[src/hw/rtl/dfpc_pkg.sv]
// shared constants and helpers for the debounce filter with pulse count
// no dependencies
package dfpc_pkg;

  localparam int unsigned CHANNELS   = 4;
  localparam int unsigned OUT_FIELDS = 4;
  localparam int unsigned PIN_BITS   = 4;
  localparam int unsigned TICK_BITS  = 8;
  localparam int unsigned VALUE_BITS = 8;
  localparam int unsigned IDX_BITS   = 8;
  localparam int unsigned DATA_BITS  = 8;

  localparam logic [TICK_BITS-1:0] TICKS_RESET = 8'd10;
  localparam logic [PIN_BITS-1:0]  MODE_RESET  = 4'd0;
  localparam logic [PIN_BITS-1:0]  IDLE_RESET  = 4'd0;

  // register indexes
  localparam logic [IDX_BITS-1:0] REG_DEBOUNCE_TICKS = 8'd0;
  localparam logic [IDX_BITS-1:0] REG_CHANNEL_MODE   = 8'd1;
  localparam logic [IDX_BITS-1:0] REG_IDLE_LEVEL     = 8'd2;

  // channels past the pin width read as zero
  function automatic logic bit_at(logic [PIN_BITS-1:0] vec, int unsigned idx);
    logic res;
    res = 1'b0;
    if (idx < PIN_BITS) begin
      res = vec[idx[$clog2(PIN_BITS)-1:0]];
    end
    return res;
  endfunction

endpackage

[src/hw/rtl/dfpc_if.sv]
// channel interfaces: sample, result and configuration write
// depends on dfpc_pkg
interface dfpc_sample_if;
  logic                          valid;
  logic                          ready;
  logic [dfpc_pkg::PIN_BITS-1:0] raw_pins;
  modport source (output valid, output raw_pins, input ready);
  modport sink   (input valid, input raw_pins, output ready);
endinterface

interface dfpc_result_if;
  logic                            valid;
  logic                            ready;
  logic [dfpc_pkg::VALUE_BITS-1:0] chan0_value;
  logic [dfpc_pkg::VALUE_BITS-1:0] chan1_value;
  logic [dfpc_pkg::VALUE_BITS-1:0] chan2_value;
  logic [dfpc_pkg::VALUE_BITS-1:0] chan3_value;
  modport source (output valid, output chan0_value, output chan1_value,
                  output chan2_value, output chan3_value, input ready);
  modport sink   (input valid, input chan0_value, input chan1_value,
                  input chan2_value, input chan3_value, output ready);
endinterface

interface dfpc_cfg_if;
  logic                           valid;
  logic                           ready;
  logic [dfpc_pkg::IDX_BITS-1:0]  index;
  logic [dfpc_pkg::DATA_BITS-1:0] data;
  modport source (output valid, output index, output data, input ready);
  modport sink   (input valid, input index, input data, output ready);
endinterface

[src/hw/rtl/debounce_filter_with_pulse_count_unit.sv]
// debounce filter with pulse count: top level
// depends on dfpc_pkg and the interfaces in dfpc_if.sv
// a sample transaction is registered straight into the result register
// throughput: one sample per cycle; the single output register drains while a new
//   sample is taken, so only a stalled, full result register holds off input
// reset: levels from idle_level (0), countdowns to debounce_ticks (10), values 0,
//   result register empty; configuration port is always ready
module debounce_filter_with_pulse_count_unit (
  input logic           clk_i,
  input logic           rst_ni,
  dfpc_sample_if.sink   sample_i,
  dfpc_result_if.source result_o,
  dfpc_cfg_if.sink      cfg_i
);

  localparam int unsigned Ch = dfpc_pkg::CHANNELS;

  // configuration registers; idle_level only acts through the reload below
  logic [dfpc_pkg::TICK_BITS-1:0] ticks_q;
  logic [dfpc_pkg::PIN_BITS-1:0]  mode_q;

  // per-channel state
  logic                            level_q [Ch];
  logic                            level_d [Ch];
  logic [dfpc_pkg::TICK_BITS-1:0]  cnt_q   [Ch];
  logic [dfpc_pkg::TICK_BITS-1:0]  cnt_d   [Ch];
  logic [dfpc_pkg::VALUE_BITS-1:0] value_q [Ch];
  logic [dfpc_pkg::VALUE_BITS-1:0] value_d [Ch];

  // result register
  logic                            out_valid_q;
  logic [dfpc_pkg::VALUE_BITS-1:0] out_q [dfpc_pkg::OUT_FIELDS];
  logic [dfpc_pkg::VALUE_BITS-1:0] out_d [dfpc_pkg::OUT_FIELDS];

  logic in_fire;
  logic cfg_fire;
  logic idle_wr;

  assign cfg_i.ready    = 1'b1;
  assign cfg_fire       = cfg_i.valid && cfg_i.ready;
  assign idle_wr        = cfg_fire && (cfg_i.index == dfpc_pkg::REG_IDLE_LEVEL);

  // take a sample whenever the result register is empty or being drained
  assign sample_i.ready = !out_valid_q || result_o.ready;
  assign in_fire        = sample_i.valid && sample_i.ready;

  // next state of every channel for the sample on the port
  always_comb begin
    logic [dfpc_pkg::TICK_BITS-1:0] dec;
    logic                           pin;
    for (int unsigned ch = 0; ch < Ch; ch++) begin
      pin          = dfpc_pkg::bit_at(sample_i.raw_pins, ch);
      dec          = cnt_q[ch] - 1'b1;
      level_d[ch]  = level_q[ch];
      value_d[ch]  = value_q[ch];
      cnt_d[ch]    = dec;
      if (pin == level_q[ch]) begin
        // stable against accepted level: rearm
        cnt_d[ch] = ticks_q;
      end else if (dec == '0) begin
        // differing level held long enough: accept it
        level_d[ch] = pin;
        cnt_d[ch]   = ticks_q;
        if (!dfpc_pkg::bit_at(mode_q, ch)) begin
          value_d[ch] = {{(dfpc_pkg::VALUE_BITS-1){1'b0}}, pin};
        end else if (!pin) begin
          // falling edge in count mode, wraps at 255
          value_d[ch] = value_q[ch] + 1'b1;
        end
      end
    end
  end

  // result fields, zero for channels not built
  for (genvar f = 0; f < dfpc_pkg::OUT_FIELDS; f++) begin : g_out
    if (f < Ch) begin : g_live
      assign out_d[f] = value_d[f];
    end else begin : g_zero
      assign out_d[f] = '0;
    end
  end

  always_ff @(posedge clk_i or negedge rst_ni) begin
    if (!rst_ni) begin
      ticks_q <= dfpc_pkg::TICKS_RESET;
      mode_q  <= dfpc_pkg::MODE_RESET;
    end else if (cfg_fire) begin
      case (cfg_i.index)
        dfpc_pkg::REG_DEBOUNCE_TICKS: ticks_q <= cfg_i.data[dfpc_pkg::TICK_BITS-1:0];
        dfpc_pkg::REG_CHANNEL_MODE:   mode_q  <= cfg_i.data[dfpc_pkg::PIN_BITS-1:0];
        dfpc_pkg::REG_IDLE_LEVEL:     ;  // levels reload in the channel state
        default: ;  // unknown index ignored
      endcase
    end
  end

  always_ff @(posedge clk_i or negedge rst_ni) begin
    if (!rst_ni) begin
      for (int unsigned ch = 0; ch < Ch; ch++) begin
        level_q[ch] <= dfpc_pkg::bit_at(dfpc_pkg::IDLE_RESET, ch);
        cnt_q[ch]   <= dfpc_pkg::TICKS_RESET;
        value_q[ch] <= '0;
      end
    end else if (idle_wr) begin
      // idle_level write reloads levels and countdowns, values are kept
      for (int unsigned ch = 0; ch < Ch; ch++) begin
        level_q[ch] <= dfpc_pkg::bit_at(cfg_i.data[dfpc_pkg::PIN_BITS-1:0], ch);
        cnt_q[ch]   <= ticks_q;
      end
    end else if (in_fire) begin
      for (int unsigned ch = 0; ch < Ch; ch++) begin
        level_q[ch] <= level_d[ch];
        cnt_q[ch]   <= cnt_d[ch];
        value_q[ch] <= value_d[ch];
      end
    end
  end

  always_ff @(posedge clk_i or negedge rst_ni) begin
    if (!rst_ni) begin
      out_valid_q <= 1'b0;
    end else if (in_fire) begin
      out_valid_q <= 1'b1;
    end else if (result_o.ready) begin
      out_valid_q <= 1'b0;
    end
  end

  always_ff @(posedge clk_i) begin
    if (in_fire) begin
      out_q <= out_d;
    end
  end

  assign result_o.valid       = out_valid_q;
  assign result_o.chan0_value = out_q[0];
  assign result_o.chan1_value = out_q[1];
  assign result_o.chan2_value = out_q[2];
  assign result_o.chan3_value = out_q[3];

  // a sample transaction always leaves a result behind
  a_fire_fills : assert property (@(posedge clk_i) disable iff (!rst_ni)
    in_fire |=> out_valid_q)
    else $error("result register empty after sample transaction");

  // an empty result register never blocks input
  a_empty_ready : assert property (@(posedge clk_i) disable iff (!rst_ni)
    !out_valid_q |-> sample_i.ready)
    else $error("input stalled with empty result register");

  // idle_level write rearms channel 0
  a_idle_reload : assert property (@(posedge clk_i) disable iff (!rst_ni)
    idle_wr |=> (cnt_q[0] == $past(ticks_q)) && (level_q[0] == $past(cfg_i.data[0])))
    else $error("idle_level write did not reload channel 0");

  // a held result keeps its channel 0 value and stays valid until taken
  a_out_hold : assert property (@(posedge clk_i) disable iff (!rst_ni)
    (out_valid_q && !result_o.ready) |=> $stable(out_q[0]) && out_valid_q)
    else $error("stalled result changed");

endmodule
[src/flat_wrapper.sv]
// flat-port wrapper written by rule: the top's interface ports become plain ports
module debounce_filter_with_pulse_count_unit_flat 
  (clk_i, rst_ni, sample_i_valid, sample_i_raw_pins, sample_i_ready, result_o_valid, result_o_chan0_value, result_o_chan1_value, result_o_chan2_value, result_o_chan3_value, result_o_ready, cfg_i_valid, cfg_i_index, cfg_i_data, cfg_i_ready);
  dfpc_sample_if sample_i_i ();
  dfpc_result_if result_o_i ();
  dfpc_cfg_if cfg_i_i ();
  input logic clk_i;
  input logic rst_ni;
  input wire logic [$bits(sample_i_i.valid)-1:0] sample_i_valid;
  input wire logic [$bits(sample_i_i.raw_pins)-1:0] sample_i_raw_pins;
  output wire logic [$bits(sample_i_i.ready)-1:0] sample_i_ready;
  output wire logic [$bits(result_o_i.valid)-1:0] result_o_valid;
  output wire logic [$bits(result_o_i.chan0_value)-1:0] result_o_chan0_value;
  output wire logic [$bits(result_o_i.chan1_value)-1:0] result_o_chan1_value;
  output wire logic [$bits(result_o_i.chan2_value)-1:0] result_o_chan2_value;
  output wire logic [$bits(result_o_i.chan3_value)-1:0] result_o_chan3_value;
  input wire logic [$bits(result_o_i.ready)-1:0] result_o_ready;
  input wire logic [$bits(cfg_i_i.valid)-1:0] cfg_i_valid;
  input wire logic [$bits(cfg_i_i.index)-1:0] cfg_i_index;
  input wire logic [$bits(cfg_i_i.data)-1:0] cfg_i_data;
  output wire logic [$bits(cfg_i_i.ready)-1:0] cfg_i_ready;
  assign sample_i_i.valid = sample_i_valid;
  assign sample_i_i.raw_pins = sample_i_raw_pins;
  assign sample_i_ready = sample_i_i.ready;
  assign result_o_valid = result_o_i.valid;
  assign result_o_chan0_value = result_o_i.chan0_value;
  assign result_o_chan1_value = result_o_i.chan1_value;
  assign result_o_chan2_value = result_o_i.chan2_value;
  assign result_o_chan3_value = result_o_i.chan3_value;
  assign result_o_i.ready = result_o_ready;
  assign cfg_i_i.valid = cfg_i_valid;
  assign cfg_i_i.index = cfg_i_index;
  assign cfg_i_i.data = cfg_i_data;
  assign cfg_i_ready = cfg_i_i.ready;
  debounce_filter_with_pulse_count_unit u_core (.clk_i(clk_i), .rst_ni(rst_ni), .sample_i(sample_i_i), .result_o(result_o_i), .cfg_i(cfg_i_i));
endmodule
[config.mk]
export PLATFORM = sky130hd
export DESIGN_NAME = debounce_filter_with_pulse_count_unit_flat
export DESIGN_NICKNAME = d
export VERILOG_FILES = /design/src/hw/rtl/dfpc_pkg.sv /design/src/hw/rtl/dfpc_if.sv /design/src/hw/rtl/debounce_filter_with_pulse_count_unit.sv /design/src/flat_wrapper.sv
export SDC_FILE = /design/constraint.sdc
export NUM_CORES = 1
export LEC_CHECK = 0
export BUFFER_PORTS_ARGS = -buffer_cell sky130_fd_sc_hd__buf_2
export CAP_MARGIN = 20
export CELL_PAD_IN_SITES_DETAIL_PLACEMENT = 1
export CELL_PAD_IN_SITES_GLOBAL_PLACEMENT = 1
export CORE_ASPECT_RATIO = 0.75
export CORE_UTILIZATION = 48
export CTS_BUF_LIST = sky130_fd_sc_hd__clkbuf_4 sky130_fd_sc_hd__clkbuf_8
export DETAILED_ROUTE_END_ITERATION = 12
export GPL_TIMING_DRIVEN = 0
export PLACE_DENSITY = 0.88
export REMOVE_ABC_BUFFERS = 1
export SLEW_MARGIN = 5
export SYNTH_ARGS = -nofsm -noshare
export SYNTH_HDL_FRONTEND = slang
export SYNTH_SLANG_ARGS = --single-unit
export TNS_END_PERCENT = 100
[constraint.sdc]
create_clock -name clk_i -period 4.03 [get_ports clk_i]
set_clock_uncertainty 0.2 [all_clocks]
set_input_delay 0.2015 -clock clk_i [delete_from_list [all_inputs] [get_ports clk_i]]
set_output_delay 0.2015 -clock clk_i [all_outputs]
set_load 0.01 [all_outputs]
## Word-level counts from Yosys, hierarchy flattened

Index checks and enable logic that the tools add are counted.

| cells by class | value |
|---|---|
| multiplexer cells | 46 |
| add/sub/neg operators | 8 |
| equality and inequality tests | 10 |
| reduce and logical (&&, ||, !) cells | 22 |
| bitwise operators | 1 |

Operator list:

| operator | count |
|---|---|
| $mux W8 | 24 |
| $mux W32 | 2 |
| $logic_not A8 Y1 | 5 |
| $add A8 B1 Y8 const B | 4 |
| $sub A8 B1 Y8 const B | 4 |
| $mux W1 | 18 |
| $reduce_and A3 Y1 | 4 |
| $reduce_bool A2 Y1 | 6 |
| $eq A8 B1 Y1 const B | 1 |
| $eq A8 B2 Y1 const B | 1 |
| $mux W4 | 2 |
| $ne A2 B1 Y1 const B | 4 |
| $reduce_and A2 Y1 | 3 |
| $eq A1 B1 Y1 | 4 |
| $logic_and A1 B1 Y1 | 2 |
| $logic_not A1 Y1 | 1 |
| $logic_or A1 B1 Y1 | 1 |
| $not A1 Y1 | 1 |

| storage, ports and cells | value |
|---|---|
| logic and storage cells | 106 |
| bits in registers | 113 |
| output and inout bits | 35 |
| bits of input ports | 25 |

## Logic depth before layout (Yosys ltp)

Gate-level depths: netlist of the first run.

| logic depth | value |
|---|---|
| word-level depth | 7 |
| gate-level depth with buffers | 10 |

## Least setup slack after synthesis of the first run

OpenSTA, ideal clock, no wires.

| path | value |
|---|---|
| kind | reg2reg |
| from | register u_core.out_valid_q (netlist: u_core.result_o.valid) |
| to | register u_core.cnt_q[4] (netlist bit) |
| path slack | 1.102 ns |
| library setup time | 0.121 ns |
| required time | 3.709 ns |
| path buffers | 2 |
| stages on the path, launching flop included | 8 |
| arrival time | 2.607 ns |
| cell sequence | dfrtp_1 -> nand2b_1 -> nand2_1 -> inv_1 -> clkbuf_1 -> buf_1 -> o211ai_1 -> a22o_1 |

| between the ends | value |
|---|---|
| word-level cells in the longest chain between the ends | 4 |

Ends and longest elaborated chain:

| element | RTL line | source |
|---|---|---|
| start: declaration | debounce_filter_with_pulse_count_unit.sv:31 | `logic out_valid_q;` |
| start signal: assignment | debounce_filter_with_pulse_count_unit.sv:121 | `out_valid_q <= 1'b0;` |
| start signal: assignment | debounce_filter_with_pulse_count_unit.sv:123 | `out_valid_q <= 1'b1;` |
| start signal: assignment | debounce_filter_with_pulse_count_unit.sv:125 | `out_valid_q <= 1'b0;` |
| $logic_not A1 Y1 | debounce_filter_with_pulse_count_unit.sv:44 | `assign sample_i.ready = !out_valid_q \|\| result_o.ready;` |
| $logic_or A1 B1 Y1 | debounce_filter_with_pulse_count_unit.sv:44 |  |
| via sample_i_ready | flat_wrapper.sv:11 | `output wire logic [$bits(sample_i_i.ready)-1:0] sample_i_ready;` |
| $logic_and A1 B1 Y1 | debounce_filter_with_pulse_count_unit.sv:45 | `assign in_fire = sample_i.valid && sample_i.ready;` |
| via u_core.in_fire | debounce_filter_with_pulse_count_unit.sv:35 | `logic in_fire;` |
| $reduce_bool A2 Y1 (no source line) | - |  |
| end signal: indexed assignment | debounce_filter_with_pulse_count_unit.sv:101 | `cnt_q[ch] <= dfpc_pkg::TICKS_RESET;` |
| end signal: indexed assignment | debounce_filter_with_pulse_count_unit.sv:108 | `cnt_q[ch] <= ticks_q;` |
| end signal: indexed assignment | debounce_filter_with_pulse_count_unit.sv:113 | `cnt_q[ch] <= cnt_d[ch];` |
| end: declaration | debounce_filter_with_pulse_count_unit.sv:25 | `logic [dfpc_pkg::TICK_BITS-1:0] cnt_q [Ch];` |

The timed path passes the listed nets, and every way through them passes these cells.
A chain may end at the register's enable or synchronous reset.

## Final worst setup path of the first run

| path | value |
|---|---|
| from | register u_core.out_valid_q (netlist: u_core.result_o.valid) |
| to | register u_core.value_q[30] (netlist bit) |

| between the ends | value |
|---|---|
| word-level cells in the longest chain between the ends | 4 |

Ends and longest elaborated chain:

| element | RTL line | source |
|---|---|---|
| $logic_not A1 Y1 | debounce_filter_with_pulse_count_unit.sv:44 |  |
| $logic_or A1 B1 Y1 | debounce_filter_with_pulse_count_unit.sv:44 |  |
| $logic_and A1 B1 Y1 | debounce_filter_with_pulse_count_unit.sv:45 |  |
| $reduce_and A2 Y1 (no source line) | - |  |
| end signal: indexed assignment | debounce_filter_with_pulse_count_unit.sv:114 | `value_q[ch] <= value_d[ch];` |
| end: declaration | debounce_filter_with_pulse_count_unit.sv:27 | `logic [dfpc_pkg::VALUE_BITS-1:0] value_q [Ch];` |

Every way passes these cells.

==> summary.md, run 1 <==
| Metric | Value |
|---|---|
| Post-CTS Setup Bufs | `0` |
| Core outline area | `13800 um2` |
| Htree depth | `4` |
| Primary FF master, synth | `dfrtp_1` |
| Cell accounting for the most synthesized area | `dfrtp_1` |
| RSZ-0062 raised after global routing | `false` |
| Area contributors post-synth | `dfrtp_1, edfxtp_1, o21ai_0` |
| Top cell type's share of synthesized area | `26.0%` |
| Setup crit end kind | `register` |
| Die area | `14800 um2` |
| Avg Inst Size Synth | `about 9.0 um2` |
| I/O pin cnt | `60` |
| Pre-CTS setup slack | `-0.0398 ns` |
| Routed len/inst | `21.3 um` |
| Vias per cell | `6.55` |
| HP Class | `in2async` |
| Placed insts | `959` |
| Clock latency on the worst-skew pair | `about 0.46 ns` |
| Total Power | `around 3900 uW` |
| Worst-path fanout max | `42` |
| First-pass GRT wire length | `35.3 mm` |
| DRT Pass-1 Iters | `5` |
| Pin count of the biggest net entering global routing | `59` |
| Ant. Diodes | `0` |
| CTS sink cnt | `113` |
| Area growth from synthesis to layout | `16.8%` |
| Pleak | `approximately 0.0030 uW` |
| Status | `completed` |
| Final nets | `864` |
| Max-slew headroom | `35.1%` |
| Post-synth cell types | `a little over 70` |
| Worst vdd ir | `0.269 mV` |
| Post-synth ARST share | `71.7%` |
| Vias in the first global route | `6874` |
| EDFF count, synth | `32` |
| Grt ovf | `0` |
| Pin slew with the least headroom to its limit | `roughly 0.97 ns` |
| Footprint of the multi-input gates | `3610 um2` |
| Cts bufs inserted | `17` |
| Minimum clock period after layout | `3.69 ns` |
| Num rows | `37` |
| DRT antenna net count | `0` |
| Fraction of layout cells with a size suffix above 1 | `15.5%` |
| Total GRT Usage | `30.5%` |
| Crit path launch | `u_core.result_o.valid` |
| TritonCTS clock tree | `built` |
| Synthesized netlist cell count | `762` |
| Overall routed net length | `roughly 22 mm` |
| Startpoint Class | `register` |
| Die width | `around 140 um` |
| Starting Density | `49.6%` |
| DPL Wire Length | `14.2 mm` |
| Critical path class | `reg2reg` |
| Period utilization | `between 90% and 100%` |
| Synthesized flop and latch total | `113` |
| Final cell count without fillers | `1015` |
| Final worst-path setup slack | `0.341 ns` |
| Syn Std Cell Area | `~7000 um2` |
| Layout fillers | `around 1600` |
| RR Startpoint | `u_core.result_o.valid` |
| Sequential area share after synthesis | `between 40% and 50%` |
| Clock slew at reported path FFs | `~0.07 ns` |
| Die extent in y | `105 um` |
| Initial antenna violation count | `0` |
| Routed vias | `around 6700` |
| Critical Path AT | `slightly below 4 ns` |
| Clk root buf | `clkbuf_8` |
| CTS Buffer Depth | `2` |
| Initial DRC count | `~540` |
| FF/Latch Area | `3000 um2` |
| Max Cap Viol | `0` |
| # port buffers | `a little under 60` |
| Ys Warns | `0` |
| Drt drc | `0` |
| Final Setup Violations | `0` |
| Worst Path Required | `4.21 ns` |
| Max frequency | `0.271 GHz` |
| Final max-slew violation count | `0` |
| Gpl congestion | `a little under 0.9` |
| P per Cell Area | `485 nW/um2` |
| Fin. Hold Viols | `0` |
## metrics by stage
step / setup TNS, ns / hold slack [ns] / util (%) / cell area [um2]
global placement: -57.77 / 0.207 / 52.1 / 7180
floorplan: -1.32 / -0.294 / - / 6670
detailed placement: -0.0414 / -0.0606 / 52.8 / 7290
global route: 0 / 0.0646 / 58.0 / 8000
CTS: 0 / 0.0510 / 57.8 / 7970
finish: 0 / 0.0729 / 58.0 / 8000
## layout by cell type, fill, tap and decap left out, types with 23 or more instances in the layout
master         instances
a21oi_1               32
dfrtp_1               71
inv_1                 23
dlygate4sd3_1         23
nand2_1               71
buf_2                 57
nor2_1                53
edfxtp_1              32
nand3_1               39
o21ai_0               99
## state kept, by name, indices dropped and copies added (netlist names)
| register | cells |
|---|---|
| u_core.result_o.chan2_value | 8 |
| u_core.result_o.chan1_value | 8 |
| u_core.cnt_q | 32 |
| u_core.result_o.chan3_value | 8 |
| u_core.value_q | 32 |
| u_core.ticks_q | 8 |
| u_core.result_o.valid | 1 |
| u_core.mode_q | 4 |
| u_core.level_q | 4 |
| u_core.result_o.chan0_value | 8 |
## where the power goes
group          switching, uW  internal [uW]  total, uW  leakage (uW)
combinational            610            399       1010       0.00148
clock                    493            749       1240      0.000228
sequential               266           1370       1630       0.00129
## kinds of logic after synthesis
logic type / share of synthesized area (%)
compound gates: 24.7
xor+xnor: 2.69
fa+ha+maj: 2.19
buf+inv: 3.86
flops: 43.8
mux: 1.28
other cells: 0.0548
simple gates: 21.4
## cells in the mapped netlist (5+ instances only)
master	number
ha_1	12
or4_1	6
dfrtp_1	71
dfstp_2	10
a32oi_1	6
a31oi_1	9
a22o_1	13
nor3b_1	9
and3_1	6
o21ai_0	99
buf_1	5
or2_2	5
nand3_1	39
buf_2	7
edfxtp_1	32
nor3_1	18
a21oi_1	32
mux2_2	6
o22ai_1	12
nor2b_1	12
clkbuf_1	27
o211ai_1	17
nand2_1	73
nand3b_1	7
xnor2_1	13
nand2b_1	11
or3_1	8
nor4_1	7
o31ai_1	20
xor2_1	8
a22oi_1	9
o21a_1	6
nand4b_1	7
nor2_1	54
o221ai_1	5
inv_1	24
## layer usage
| metal | vias to the layer above | routed length [um] | global-route usage [%] |
|---|---|---|---|
| li1 | 2993 | - | - |
| met1 | 3422 | 9750 | 39.3 |
| met2 | 198 | 10500 | 50.4 |
| met3 | 40 | 979 | 5.91 |
| met4 | 0 | 453 | 12.6 |
| met5 | - | 0 | 0 |
## what timing repair did
item,4_1_cts,5_1_grt
gates resized for setup,1,1
hold endpoints to repair,94,0
setup endpoints to repair,3,7
hold buffers,23,0
## worst max-delay path, stage by stage, from the launching register on
cell and delay (ns):
dfrtp_1 0.39, nand2b_1 0.13, nand2_2 0.48, inv_4 0.50, buf_12 0.29, nand2_2 0.40, or3_1 0.64, or4_1 0.46
nand3_1 0.10
## cell type report
| type | count | area share, % |
|---|---|---|
| Timing Repair Buffer | 87 | 7.95 |
| Inverter | 24 | 1.16 |
| Multi-Input combinational cell | 584 | 45.1 |
| Clock buffer | 19 | 3.19 |
| Sequential cell | 113 | 37.5 |
| Clock inverter | 13 | 2.38 |
| Tap cell | 175 | 2.74 |
## path summary, 6_finish.rpt
kind                                      end  slack [ns]  depth (start not counted)
max in group asynchronous  u_core.value_q[24]        2.50                          4
hold / removal               u_core.cnt_q[11]        0.07                          2
min in group clk_i          u_core.value_q[0]        0.11                          3
setup / recovery           u_core.value_q[30]        0.34                          8
setup reg to reg           u_core.value_q[30]        0.34                          8
hold reg to reg              u_core.cnt_q[11]        0.33                          1
(Power assumes the default switching activity.)
==> run 2: changes to the inputs <==
--- a/config.mk
+++ b/config.mk
@@ -5,6 +5,7 @@
 export SDC_FILE = /design/constraint.sdc
 export NUM_CORES = 1
 export LEC_CHECK = 0
+export ABC_CLOCK_PERIOD_IN_PS = 4030
 export BUFFER_PORTS_ARGS = -buffer_cell sky130_fd_sc_hd__buf_2
 export CAP_MARGIN = 20
 export CELL_PAD_IN_SITES_DETAIL_PLACEMENT = 1
@@ -15,7 +16,6 @@
 export DETAILED_ROUTE_END_ITERATION = 12
 export GPL_TIMING_DRIVEN = 0
 export PLACE_DENSITY = 0.88
-export REMOVE_ABC_BUFFERS = 1
 export SLEW_MARGIN = 5
 export SYNTH_ARGS = -nofsm -noshare
 export SYNTH_HDL_FRONTEND = slang
==> summary.md, run 2 (synthesis results as in run 1) <==
| Metric | Value |
|---|---|
| Status | `completed` |
| Core outline area | `13800 um2` |
| Startpoint Class | `register` |
| Final worst-path setup slack | `0.507 ns` |
| Initial DRC count | `599` |
| Worst vdd ir | `0.263 mV` |
| First-pass GRT wire length | `approximately 38 mm` |
| Initial antenna violation count | `0` |
| Minimum clock period after layout | `3.52 ns` |
| Area growth from synthesis to layout | `17.2%` |
| Critical Path AT | `approximately 3.5 ns` |
| Gpl congestion | `0.911` |
| TritonCTS clock tree | `built` |
| Pin count of the biggest net entering global routing | `64` |
| Clock latency on the worst-skew pair | `0.47 ns` |
| Vias in the first global route | `approximately 7000` |
| Worst Path Required | `4.02 ns` |
| CTS Buffer Depth | `2` |
| Starting Density | `approximately half` |
| Max Cap Viol | `0` |
| Total GRT Usage | `between 30% and 40%` |
| Setup crit end kind | `register` |
| Critical path class | `reg2reg` |
| Max frequency | `0.284 GHz` |
| Most frequent cells in the layout | `o21ai_0, nand2_1, dfrtp_1, buf_2, nor2_1` |
| Post-route setup TNS | `0 ns` |
| Clock slew at reported path FFs | `0.07 ns` |
| Routed vias | `around 6900` |
| Pleak | `0.00302 uW` |
| Post-Route Utilization | `between 50% and 60%` |
| Crit path launch | `u_core.cnt_q[16]` |
| Die width | `between 100 and 150 um` |
| Ant. Diodes | `0` |
| RSZ-0062 raised after global routing | `false` |
| Biggest regs | `u_core.cnt_q: 32 flops, u_core.value_q: 32 flops` |
| Final nets | `890` |
| DRT antenna net count | `0` |
| Max-slew headroom | `33.3%` |
| Die extent in y | `about 110 um` |
| Die area | `~15000 um2` |
| Vias per cell | `6.62` |
| Syn_nets | `799` |
| Pin slew with the least headroom to its limit | `0.994 ns` |
| Num rows | `37` |
| CP endpoint | `u_core.result_o.chan1_value[7]` |
| P per Cell Area | `504 nW/um2` |
| CTS sink cnt | `113` |
| DRT Pass-1 Iters | `5` |
| Fin. Hold Viols | `0` |
| Pre-CTS setup slack | `0.632 ns` |
| FF-to-FF path depth | `10` |
| RR Startpoint | `u_core.cnt_q[16]` |
| Overall routed net length | `roughly 24 mm` |
| I/O pin cnt | `60` |
| R2R Setup Slk | `about 0.51 ns` |
| Fraction of layout cells with a size suffix above 1 | `14.8%` |
| Htree depth | `4` |
| # port buffers | `56` |
| DPL Wire Length | `15.9 mm` |
| Final max-slew violation count | `0` |
| Drt drc | `0` |
| Period utilization | `87.4%` |
| Routed len/inst | `22.9 um` |
| Worst-path fanout max | `10` |
| Cts bufs inserted | `17` |
| Final Setup Violations | `0` |
| Commonest non-fill, non-tap cell in the layout | `o21ai_0` |
| HP Class | `in2reg` |
| Clk root buf | `clkbuf_8` |
| FF-to-FF End | `u_core.result_o.chan1_value[7]` |
| Grt ovf | `0` |
run 2: power breakdown:
| part | switching, uW | internal [uW] | leakage [uW] |
|---|---|---|---|
| logic | 672 | 399 | 0.00148 |
| registers | 244 | 1360 | 0.00129 |
| clock network | 515 | 849 | 0.000247 |
run 2: worst min path at each step:
stage,startpoint,end,slack (ns),cells after the start
floorplan,rst_ni,u_core.cnt_q[0],-0.29,0
global placement,sample_i_valid,u_core.result_o.valid,0.20,2
detailed placement,rst_ni,u_core.value_q[5],-0.08,1
CTS,sample_i_raw_pins[0],u_core.value_q[24],0.03,4
global route,sample_i_raw_pins[0],u_core.value_q[24],0.06,4
finish,sample_i_raw_pins[0],u_core.value_q[24],0.05,4
run 2: through the flow:
step | cells | hold slack [ns] | power, uW | area [um2]
after global placement | 993 | 0.203 | 2520 | 7350
after detailed placement | 995 | -0.0848 | 2620 | 7400
after floorplan | 762 | -0.294 | 2270 | 6850
after CTS | 1041 | 0.0307 | 4010 | 8030
after global routing | 1041 | 0.0574 | 4220 | 8030
final | 1041 | 0.0500 | 4040 | 8030
run 2: cell type report:
cell class / count / area [um2]
buffer: 41 / 175
clock buffer: 21 / 283
clock inverter: 11 / 206
fill: 1631 / 5770
inverter: 24 / 90.1
multi-input combinational: 584 / 3580
sequential: 113 / 3000
tap: 175 / 219
timing repair buffer: 72 / 470
run 2: worst max-delay path: stages, from the launching register on:
cell	delay [ns]
dfrtp_1	0.48
inv_1	0.12
ha_1	0.14
clkbuf_1	0.32
nor3b_1	0.38
xnor2_1	0.16
o2111ai_1	0.28
or2_2	0.44
clkbuf_1	0.27
o21ai_0	0.25
o311ai_0	0.18
run 2: timing repair:
action	4_1_cts	5_1_grt
hold endpoints to repair	89	0
buffers inserted	0	0
hold buffers	14	0
gates resized for setup	0	0
run 2: routing by layer:
metal	up-vias	global-route usage, %	share of wire [%]
met4	0	14.8	2.7
met1	3505	43.3	42
met3	59	7.50	7.2
li1	3049	-	-
met2	280	54.6	48
met5	-	0	0
==> run 3: changes to the inputs <==
--- a/config.mk
+++ b/config.mk
@@ -5,7 +5,7 @@
 export SDC_FILE = /design/constraint.sdc
 export NUM_CORES = 1
 export LEC_CHECK = 0
-export ABC_CLOCK_PERIOD_IN_PS = 4030
+export ABC_CLOCK_PERIOD_IN_PS = 3650
 export BUFFER_PORTS_ARGS = -buffer_cell sky130_fd_sc_hd__buf_2
 export CAP_MARGIN = 20
 export CELL_PAD_IN_SITES_DETAIL_PLACEMENT = 1
@@ -15,7 +15,7 @@
 export CTS_BUF_LIST = sky130_fd_sc_hd__clkbuf_4 sky130_fd_sc_hd__clkbuf_8
 export DETAILED_ROUTE_END_ITERATION = 12
 export GPL_TIMING_DRIVEN = 0
-export PLACE_DENSITY = 0.88
+export PLACE_DENSITY = 0.87
 export SLEW_MARGIN = 5
 export SYNTH_ARGS = -nofsm -noshare
 export SYNTH_HDL_FRONTEND = slang
==> constraint.sdc (replaced) <==
create_clock -name clk_i -period 3.65 [get_ports clk_i]
set_clock_uncertainty 0.2 [all_clocks]
set_input_delay 0.1825 -clock clk_i [delete_from_list [all_inputs] [get_ports clk_i]]
set_output_delay 0.1825 -clock clk_i [all_outputs]
set_load 0.01 [all_outputs]
==> summary.md, run 3 (synthesis results as in run 1) <==
| Metric | Value |
|---|---|
| Status | `completed` |
| Max-slew headroom | `42.3%` |
| Starting Density | `49.6%` |
| P per Cell Area | `518 nW/um2` |
| Ant. Diodes | `0` |
| Vias per cell | `6.62` |
| Routed vias | `between 6000 and 7000` |
| Num rows | `37` |
| Clk root buf | `clkbuf_8` |
| DRT Pass-1 Iters | `5` |
| Slowest cell delay on critical path | `0.61 ns` |
| Syn_nets | `799` |
| Die width | `140 um` |
| Critical path class | `reg2reg` |
| Overall routed net length | `24.0 mm` |
| Slowest-stage cell, CP | `dfstp_2` |
| Crit path cell chain | `inv_1 > ha_1 > clkbuf_1 > or2_0 > o31ai_2 > o2111ai_2 > or2_2 > clkbuf_1 > o21ai_0 > o311ai_0` |
| DRT antenna net count | `0` |
| Htree depth | `4` |
| Final max-slew violation count | `0` |
| FF-to-FF path depth | `10` |
| Minimum clock period after layout | `3.55 ns` |
| Clock slew at reported path FFs | `0.07 ns` |
| Critical Path AT | `3.51 ns` |
| Gpl congestion | `between 0.8 and 0.9` |
| Clock latency on the worst-skew pair | `0.47 ns` |
| Crit path launch | `u_core.cnt_q[17]` |
| CTS sink cnt | `113` |
| Most frequent cells in the layout | `o21ai_0, nand2_1, dfrtp_1, buf_2, nor2_1` |
| Worst Path Required | `3.61 ns` |
| CTS Buffer Depth | `2` |
| Worst Hold Path Cells | `4` |
| Area growth from synthesis to layout | `16.2%` |
| Layout fillers | `1659` |
| Initial DRC count | `roughly 560` |
| Worst-path fanout max | `10` |
| TritonCTS clock tree | `built` |
| Fraction of layout cells with a size suffix above 1 | `15.3%` |
| Final Setup Violations | `0` |
| R2R Setup Slk | `0.1 ns` |
| Cts bufs inserted | `17` |
| Setup crit end kind | `register` |
| RR Startpoint | `u_core.cnt_q[17]` |
| Worst Hold Endpoint | `u_core.value_q[24]` |
| Max frequency | `0.282 GHz` |
| Grt ovf | `0` |
| Worst vdd ir | `0.350 mV` |
| First-pass GRT wire length | `38.6 mm` |
| Pin slew with the least headroom to its limit | `approximately 0.86 ns` |
| DPL Wire Length | `around 16 mm` |
| Routed len/inst | `roughly 23 um` |
| Biggest regs | `u_core.cnt_q: 32 flops, u_core.value_q: 32 flops` |
| I/O pin cnt | `60` |
| Cell mode on critical path | `clkbuf_1` |
| Startpoint Class | `register` |
| Initial antenna violation count | `0` |
| Max Cap Viol | `0` |
| Die extent in y | `105 um` |
| Post-route setup TNS | `0 ns` |
| # port buffers | `56` |
| Period utilization | `97.3%` |
| Pin count of the biggest net entering global routing | `60` |
| Hold_sp | `sample_i_raw_pins[0]` |
| Fin. Hold Viols | `0` |
| HP Class | `in2reg` |
| Die area | `14800 um2` |
| Drt drc | `0` |
| Post-CTS Setup Bufs | `0` |
| Total GRT Usage | `33.7%` |
| FF-to-FF End | `u_core.result_o.chan1_value[7]` |
| Commonest non-fill, non-tap cell in the layout | `o21ai_0` |
| Vias in the first global route | `7308` |
| Core outline area | `13800 um2` |
| Final nets | `about 890` |
| Pleak | `0.00300 uW` |
| Post-Route Utilization | `around 58%` |
==> run 3: cell types whose count changed in the layout (fill, tap and decap cells not counted), moves of 2 or more <==
cell | previous run | this run
clkbuf_4 | 1 | 6
bufinv_16 | 6 | 1
clkinv_2 | 3 | 6
dlygate4sd3_1 | 14 | 16
==> run 3: worst max path at each step <==
stage                                          end  slack [ns]  cells past startpoint
finish              u_core.result_o.chan1_value[7]         0.1                     10
global route        u_core.result_o.chan1_value[7]       -0.02                     10
CTS                 u_core.result_o.chan1_value[7]        0.14                     10
detailed placement  u_core.result_o.chan1_value[7]        0.18                     10
global placement                   u_core.cnt_q[4]       -0.41                      7
floorplan                          u_core.cnt_q[4]        0.72                      7
==> run 3: area by class of cell <==
cell class / count / area, um2 / area share (%)
inverters: 24 / 90.1 / 1.13
clock inverters: 7 / 60.1 / 0.755
flip-flops and latches: 113 / 3000 / 37.7
multi-input cells: 584 / 3600 / 45.2
well taps: 175 / 219 / 2.75
plain buffers: 41 / 175 / 2.20
repair buffers: 75 / 505 / 6.35
clock buffers: 25 / 307 / 3.85
==> run 3: repair_timing <==
item / CTS / global route
hold buffers: 16 / 0
gates resized for setup: 0 / 3
endpoints found under the setup margin: 0 / 3
endpoints found under the hold margin: 90 / 0
==> run 3: per-stage QoR <==
step                worst slack (ns)  cells  hold slack (ns)  total power (uW)  area, um2
floorplan                      0.722    762           -0.313              2510       6850
detailed placement             0.175    995          -0.0706              2890       7400
global placement              -0.412    993            0.184              2780       7350
global route                 -0.0230   1044           0.0459              4320       7960
finish                        0.0979   1044           0.0141              4120       7960
CTS                            0.143   1043          0.00570              4060       7920
==> run 3: report_power, final <==
part           internal, uW  total [uW]  switching, uW
clock network           611        1160            546
registers              1510        1780            277
logic                   446        1180            736
total                  2560        4120           1560
==> run 3: worst max-delay path, delay by kind of cell, from the launching register on <==
kind,cells,cell delay (ns)
AOI/OAI and AO/OA,4,0.94
adders and majority gates,1,0.18
buffers and inverters,3,0.59
DFF,1,0.61
and+or+nand+nor,2,0.71
==> run 3: routing by layer <==
metal  global-route usage, %  up-vias  wire, um
li1                        -     3052         -
met3                    6.72       65      1490
met4                    14.9        0       729
met2                    56.0      294     11600
met1                    42.7     3496     10200
met5                       0        -         0
